<file path="src/rtl/mlpsgd_pkg.sv">
`default_nettype none
// ----------------------------------------------------------------------------
// mlpsgd_pkg
// Shared types, codes and saturation helpers for the perceptron trainer.
// ----------------------------------------------------------------------------
package mlpsgd_pkg;

   typedef logic signed [31:0] word_type;
   typedef logic signed [32:0] operand_type;
   typedef logic signed [65:0] wide_type;

   localparam logic [1:0] FUNC_WRITE = 2'd0;
   localparam logic [1:0] FUNC_INFER = 2'd1;
   localparam logic [1:0] FUNC_TRAIN = 2'd2;

   localparam word_type WORD_MAX = 32'sh7fff_ffff;
   localparam word_type WORD_MIN = 32'sh8000_0000;

   function automatic word_type sat_word(input wide_type v);
      word_type r;
      if (v > 66'(WORD_MAX)) begin
         r = WORD_MAX;
      end else if (v < 66'(WORD_MIN)) begin
         r = WORD_MIN;
      end else begin
         r = v[31:0];
      end
      return r;
   endfunction

endpackage
`default_nettype wire

</file>
<file path="src/rtl/mlpsgd_mac.sv">
`default_nettype none
// ----------------------------------------------------------------------------
// mlpsgd_mac
// Two-stage multiply, round, saturate and saturating accumulate unit.
// ----------------------------------------------------------------------------
module mlpsgd_mac #(
   parameter int FRAC_BITS = 16
) (
   input  wire                           clock,
   input  mlpsgd_pkg::operand_type       op_a,
   input  mlpsgd_pkg::operand_type       op_b,
   input  mlpsgd_pkg::word_type          addend,
   output mlpsgd_pkg::word_type          result
);
   import mlpsgd_pkg::*;

   localparam wide_type HALF = 66'sd1 <<< (FRAC_BITS - 1);

   wide_type prod_ff;
   word_type addend_ff;
   word_type result_ff;
   wide_type rounded;
   word_type product_q;

   always_comb begin
      rounded   = (prod_ff + HALF) >>> FRAC_BITS;
      product_q = sat_word(rounded);
   end

   always_ff @(posedge clock) begin
      prod_ff   <= op_a * op_b;
      addend_ff <= addend;
      result_ff <= sat_word(66'(product_q) + 66'(addend_ff));
   end

   assign result = result_ff;

endmodule
`default_nettype wire
</file>
<file path="config.mk">
export PLATFORM = sky130hd
export DESIGN_NAME = mlpsgd_mac
export DESIGN_NICKNAME = d
export VERILOG_FILES = /design/src/rtl/mlpsgd_pkg.sv /design/src/rtl/mlpsgd_mac.sv
export SDC_FILE = /design/constraint.sdc
export NUM_CORES = 2
export LEC_CHECK = 0
export BUFFER_PORTS_ARGS = -buffer_cell sky130_fd_sc_hd__buf_2
export CAP_MARGIN = 15
export CORE_UTILIZATION = 45
export CTS_CLUSTER_DIAMETER = 40
export DETAILED_ROUTE_END_ITERATION = 16
export SLEW_MARGIN = 15
export SYNTH_ARGS = -nofsm -noshare
export SYNTH_HDL_FRONTEND = slang
export SYNTH_SLANG_ARGS = --single-unit
export TNS_END_PERCENT = 50
</file>
<file path="constraint.sdc">
create_clock -name clock -period 10 [get_ports clock]
set_input_delay 3 -clock clock [delete_from_list [all_inputs] [get_ports clock]]
set_output_delay 3 -clock clock [all_outputs]
set_load 0.05 [all_outputs]
</file>
* Word level (Yosys, flattened, before mapping)
Index checks and enable logic that the tools add are counted.
** Word-level totals
- Output and inout bits :: 32
- Bits in registers :: 130
** Cells by class
- Multiply operators :: 1
- Order comparisons :: 4
- Muxes and demuxes :: 3
- Add/subtract/negate cells :: 2
** Operator list (count)
- $mux W32 :: 3
- $add A66 B17 Y66 const B :: 1
- $mul A33 B33 Y66 :: 1
- $gt A50 B32 Y1 const B :: 1
- $lt A50 B32 Y1 const B :: 1
- $add A32 B32 Y33 :: 1
- $gt A33 B32 Y1 const B :: 1
- $lt A33 B32 Y1 const B :: 1

* Logic depth before layout (Yosys ltp)
- Depth after elaboration :: 7
- Gate-level depth with buffers :: 29
- Depth with buffers taken out :: 27

* Least setup slack after synthesis
No wires, ideal clock.
- Path type :: input to register
- Start :: input op_b[6]
- End :: register prod_ff[65]
- Path slack :: -0.175 ns
- Data arrival time :: 10.058 ns
- Cell stages on the path :: 24
- Path through :: clkbuf_1 -> nand2_1 -> inv_1 -> fa_1 -> fa_1 -> fa_1 -> fa_1 -> inv_1 -> fa_1 -> inv_1 -> fa_1 -> fa_1 -> fa_1 -> ha_1 -> a21o_1 -> a211oi_1 -> o21bai_1 -> a21oi_1 -> o21ai_0 -> a31oi_1 -> a21o_1 -> o211ai_1 -> and3_1 -> o22a_1
** Between the ends
- Longest elaborated chain between the ends :: 1
** RTL lines
- from (decl) :: RTL line mlpsgd_mac.sv:11 : input mlpsgd_pkg::operand_type op_b,
- $mul A33 B33 Y66 :: RTL line mlpsgd_mac.sv:31 : prod_ff <= op_a * op_b;
- to (signal assigned) :: RTL line mlpsgd_mac.sv:31
- to (decl) :: RTL line mlpsgd_mac.sv:19 : wide_type prod_ff;
Every way passes these cells.
A chain may end at the register's enable or synchronous reset.

* Final worst setup path
- Start :: input op_a[31]
- End :: register prod_ff[56]
** Between the ends
- Longest elaborated chain between the ends :: 1
** RTL lines
- from (decl) :: RTL line mlpsgd_mac.sv:10 : input mlpsgd_pkg::operand_type op_a,
- $mul A33 B33 Y66 :: RTL line mlpsgd_mac.sv:31
Every way passes these cells.

==> metrics.txt <==
most frequent cells in the layout 1127 x fa_1, 1113 x inv_1, 782 x nand2_1, 406 x buf_4, 335 x and2_1; DRC viols 0; final core occ 0.531; Hold Crit Start addend_ff[0]$_DFF_P_; WL/cell 18.3 um; first-pass GRT wire length 186 mm; clock slew seen by the registers of the worst setup and hold paths 0.06 ns; Yosys reg bits 115; register area share after synthesis 0.0536; layout cells sized above 1 0.150; Final period util 0.985; CTS tree yes; Slew HR 0.474; CP most frequent cell fa_1; WL final 116 mm; Via-to-Cell Ratio 5.01; Yosys top cell area share 0.533; worst hold path class reg -> reg; CP peak stage delay 0.62 ns; crit path max fanout 9; Setup crit start kind input port; final setup violating endpoints 0; clk buf depth 2; RePlAce Congestion 0.910; async set-reset flop share out of synthesis 0; type of the worst setup path in -> reg; commonest non-fill, non-tap cell in the layout fa_1; Required @ worst endpoint 10.29 ns; Metal-1 WL 48.0 mm; delay-heaviest family, CP adder cells; max-cap violations 0; Synth Warn # 0; initial core utilization 0.457; number of global-route vias before repair 34467; met2 WL 57.6 mm; full die area 96800 um2; Arrival @ worst endpoint 10.14 ns; initial antenna violation count 5; Die Y 311 um; Distinct cells, synth 77; max layer used met5; final-report hold violation count 0; slowest CP cell fa_1; clock period minus final worst setup slack 9.85 ns; fmax 102 MHz; synthesized area 43000 um2; vias 31628; Clock Skew 0.0108 ns; Sink Count 115; top-level port count 131; die width 311 um; largest net degree at the start of global routing 32; post-synth net total 6136; Pins Over Slew Limit 0; Final #Nets 6539; status completed; Starting DRT DRC Count 1657; Detail Placement HPWL 102 mm; CTS Hold Bufs 0; Post-synth EDFFs 0; port bufs 130; Top FF cell, synth dfxtp_1; Critical Path Start op_a[31]; H-tree levels 4; cell row count 112; grt total ovfl 0; buffers plus inverters on the worst setup path 5; Worst-Skew Late Latency 0.41 ns; FF-to-FF Start prod_ff[18]$_DFF_P_; clock tree root driver cell clkbuf_16; drt first pass iters 6; total core area 94000 um2; synthesized instance count 4647; area leader, netlist fa_1; DRT antenna net count 0; main area contributors after synthesis fa_1 53%, inv_1 9.8%, ha_1 7.1%; All-Layer GR Usage 0.245; routed wl met3 5.64 mm; Area growth, synth to finish 16.2%; Syn Area/Cell 9.25 um2; CTS Buf Count 17; CP Capture Type register; worst slew pin tran 0.787 ns
## cell families after synthesis
group	Yosys count	share of synthesized area
buf+inv	1341	0.118
simple gates	1359	0.150
fa+ha+maj	1396	0.606
mux	6	0.00148
xor+xnor	128	0.0261
compound gates	302	0.0450
flops	115	0.0536
## final cells by class
type	count	area [um2]
Fill cell	8599	44100
Multi-Input combinational cell	3191	36000
Timing Repair Buffer	602	5260
Inverter	1123	4230
Sequential cell	115	2300
Tap cell	1254	1570
Clock buffer	19	453
Clock inverter	13	196
Antenna cell	1	2.50
## path summary, 6_finish.rpt
path              slack (ns)                    end  depth (start not counted)
hold / removal          0.60   result[0]$_SDFF_PN1_                          3
setup / recovery        0.15    prod_ff[56]$_DFF_P_                         25
setup reg to reg        2.97  result[25]$_SDFF_PN1_                         22
hold reg to reg         0.60   result[0]$_SDFF_PN1_                          3
## registers in the layout, indices dropped and copies added, names as in the netlist
register and cells:
result 32, prod_ff 51, addend_ff 32
## stage by stage
step	cell area (um2)	setup TNS, ns	instances	hold slack, ns	setup WS [ns]
global route	50000	-0.0546	6317	0.647	-0.0308
CTS	49300	-0.00632	6303	0.614	-0.00632
detailed placement	48600	-12.67	6269	0.603	-0.729
floorplan	43000	-0.0631	4647	0.551	-0.0631
global placement	48600	-11.38	6269	0.600	-0.661
finish	50000	0	6318	0.600	0.151
## synthesized netlist by cell type (all sizes together), types with 6 or more instances
| library cell | n |
|---|---|
| a211oi | 7 |
| a21o | 28 |
| a21oi | 98 |
| and2 | 338 |
| and3 | 19 |
| and4 | 9 |
| buf | 12 |
| clkbuf | 206 |
| dfxtp | 115 |
| fa | 1145 |
| ha | 245 |
| inv | 1123 |
| maj3 | 6 |
| nand2 | 790 |
| nand2b | 26 |
| nand3 | 39 |
| nand4 | 27 |
| nor2 | 67 |
| nor2b | 8 |
| nor3 | 15 |
| nor4 | 8 |
| o211ai | 7 |
| o21a | 10 |
| o21ai | 93 |
| o21bai | 13 |
| xnor2 | 78 |
| xor2 | 50 |
## worst reg2reg max path, cell delays in order (launching register included)
cell	delay, ns
dfxtp_1	0.46
nand4_4	0.19
nor4_4	0.51
nor4b_4	0.61
nand3_1	0.20
or3_1	0.41
o21ai_1	0.09
and4b_1	0.23
a41o_4	0.48
o21ai_2	0.15
ha_1	0.23
fa_1	0.44
a211oi_1	0.26
o21bai_1	0.15
o2111ai_1	0.44
a21oi_1	0.25
a21oi_1	0.31
o2bb2ai_1	0.20
o2111ai_1	0.15
a21boi_1	0.14
buf_4	0.19
nand2_1	0.60
o21ai_0	0.20
## metal layers
layer / GRT usage / vias to the layer above
met5: 0 / -
met4: 0.0836 / 4
met3: 0.0239 / 190
met2: 0.420 / 822
met1: 0.325 / 16310
li1: - / 14302
## what timing repair did
action,in CTS,in global routing
cloned,0,4
setup buffers,2,10
setup endpoints to repair,16,29
pin swaps,4,42
resized for setup,13,142
Power is not shown: default switching activity piles up to over one toggle a cycle in this logic, so the estimate is an artifact.
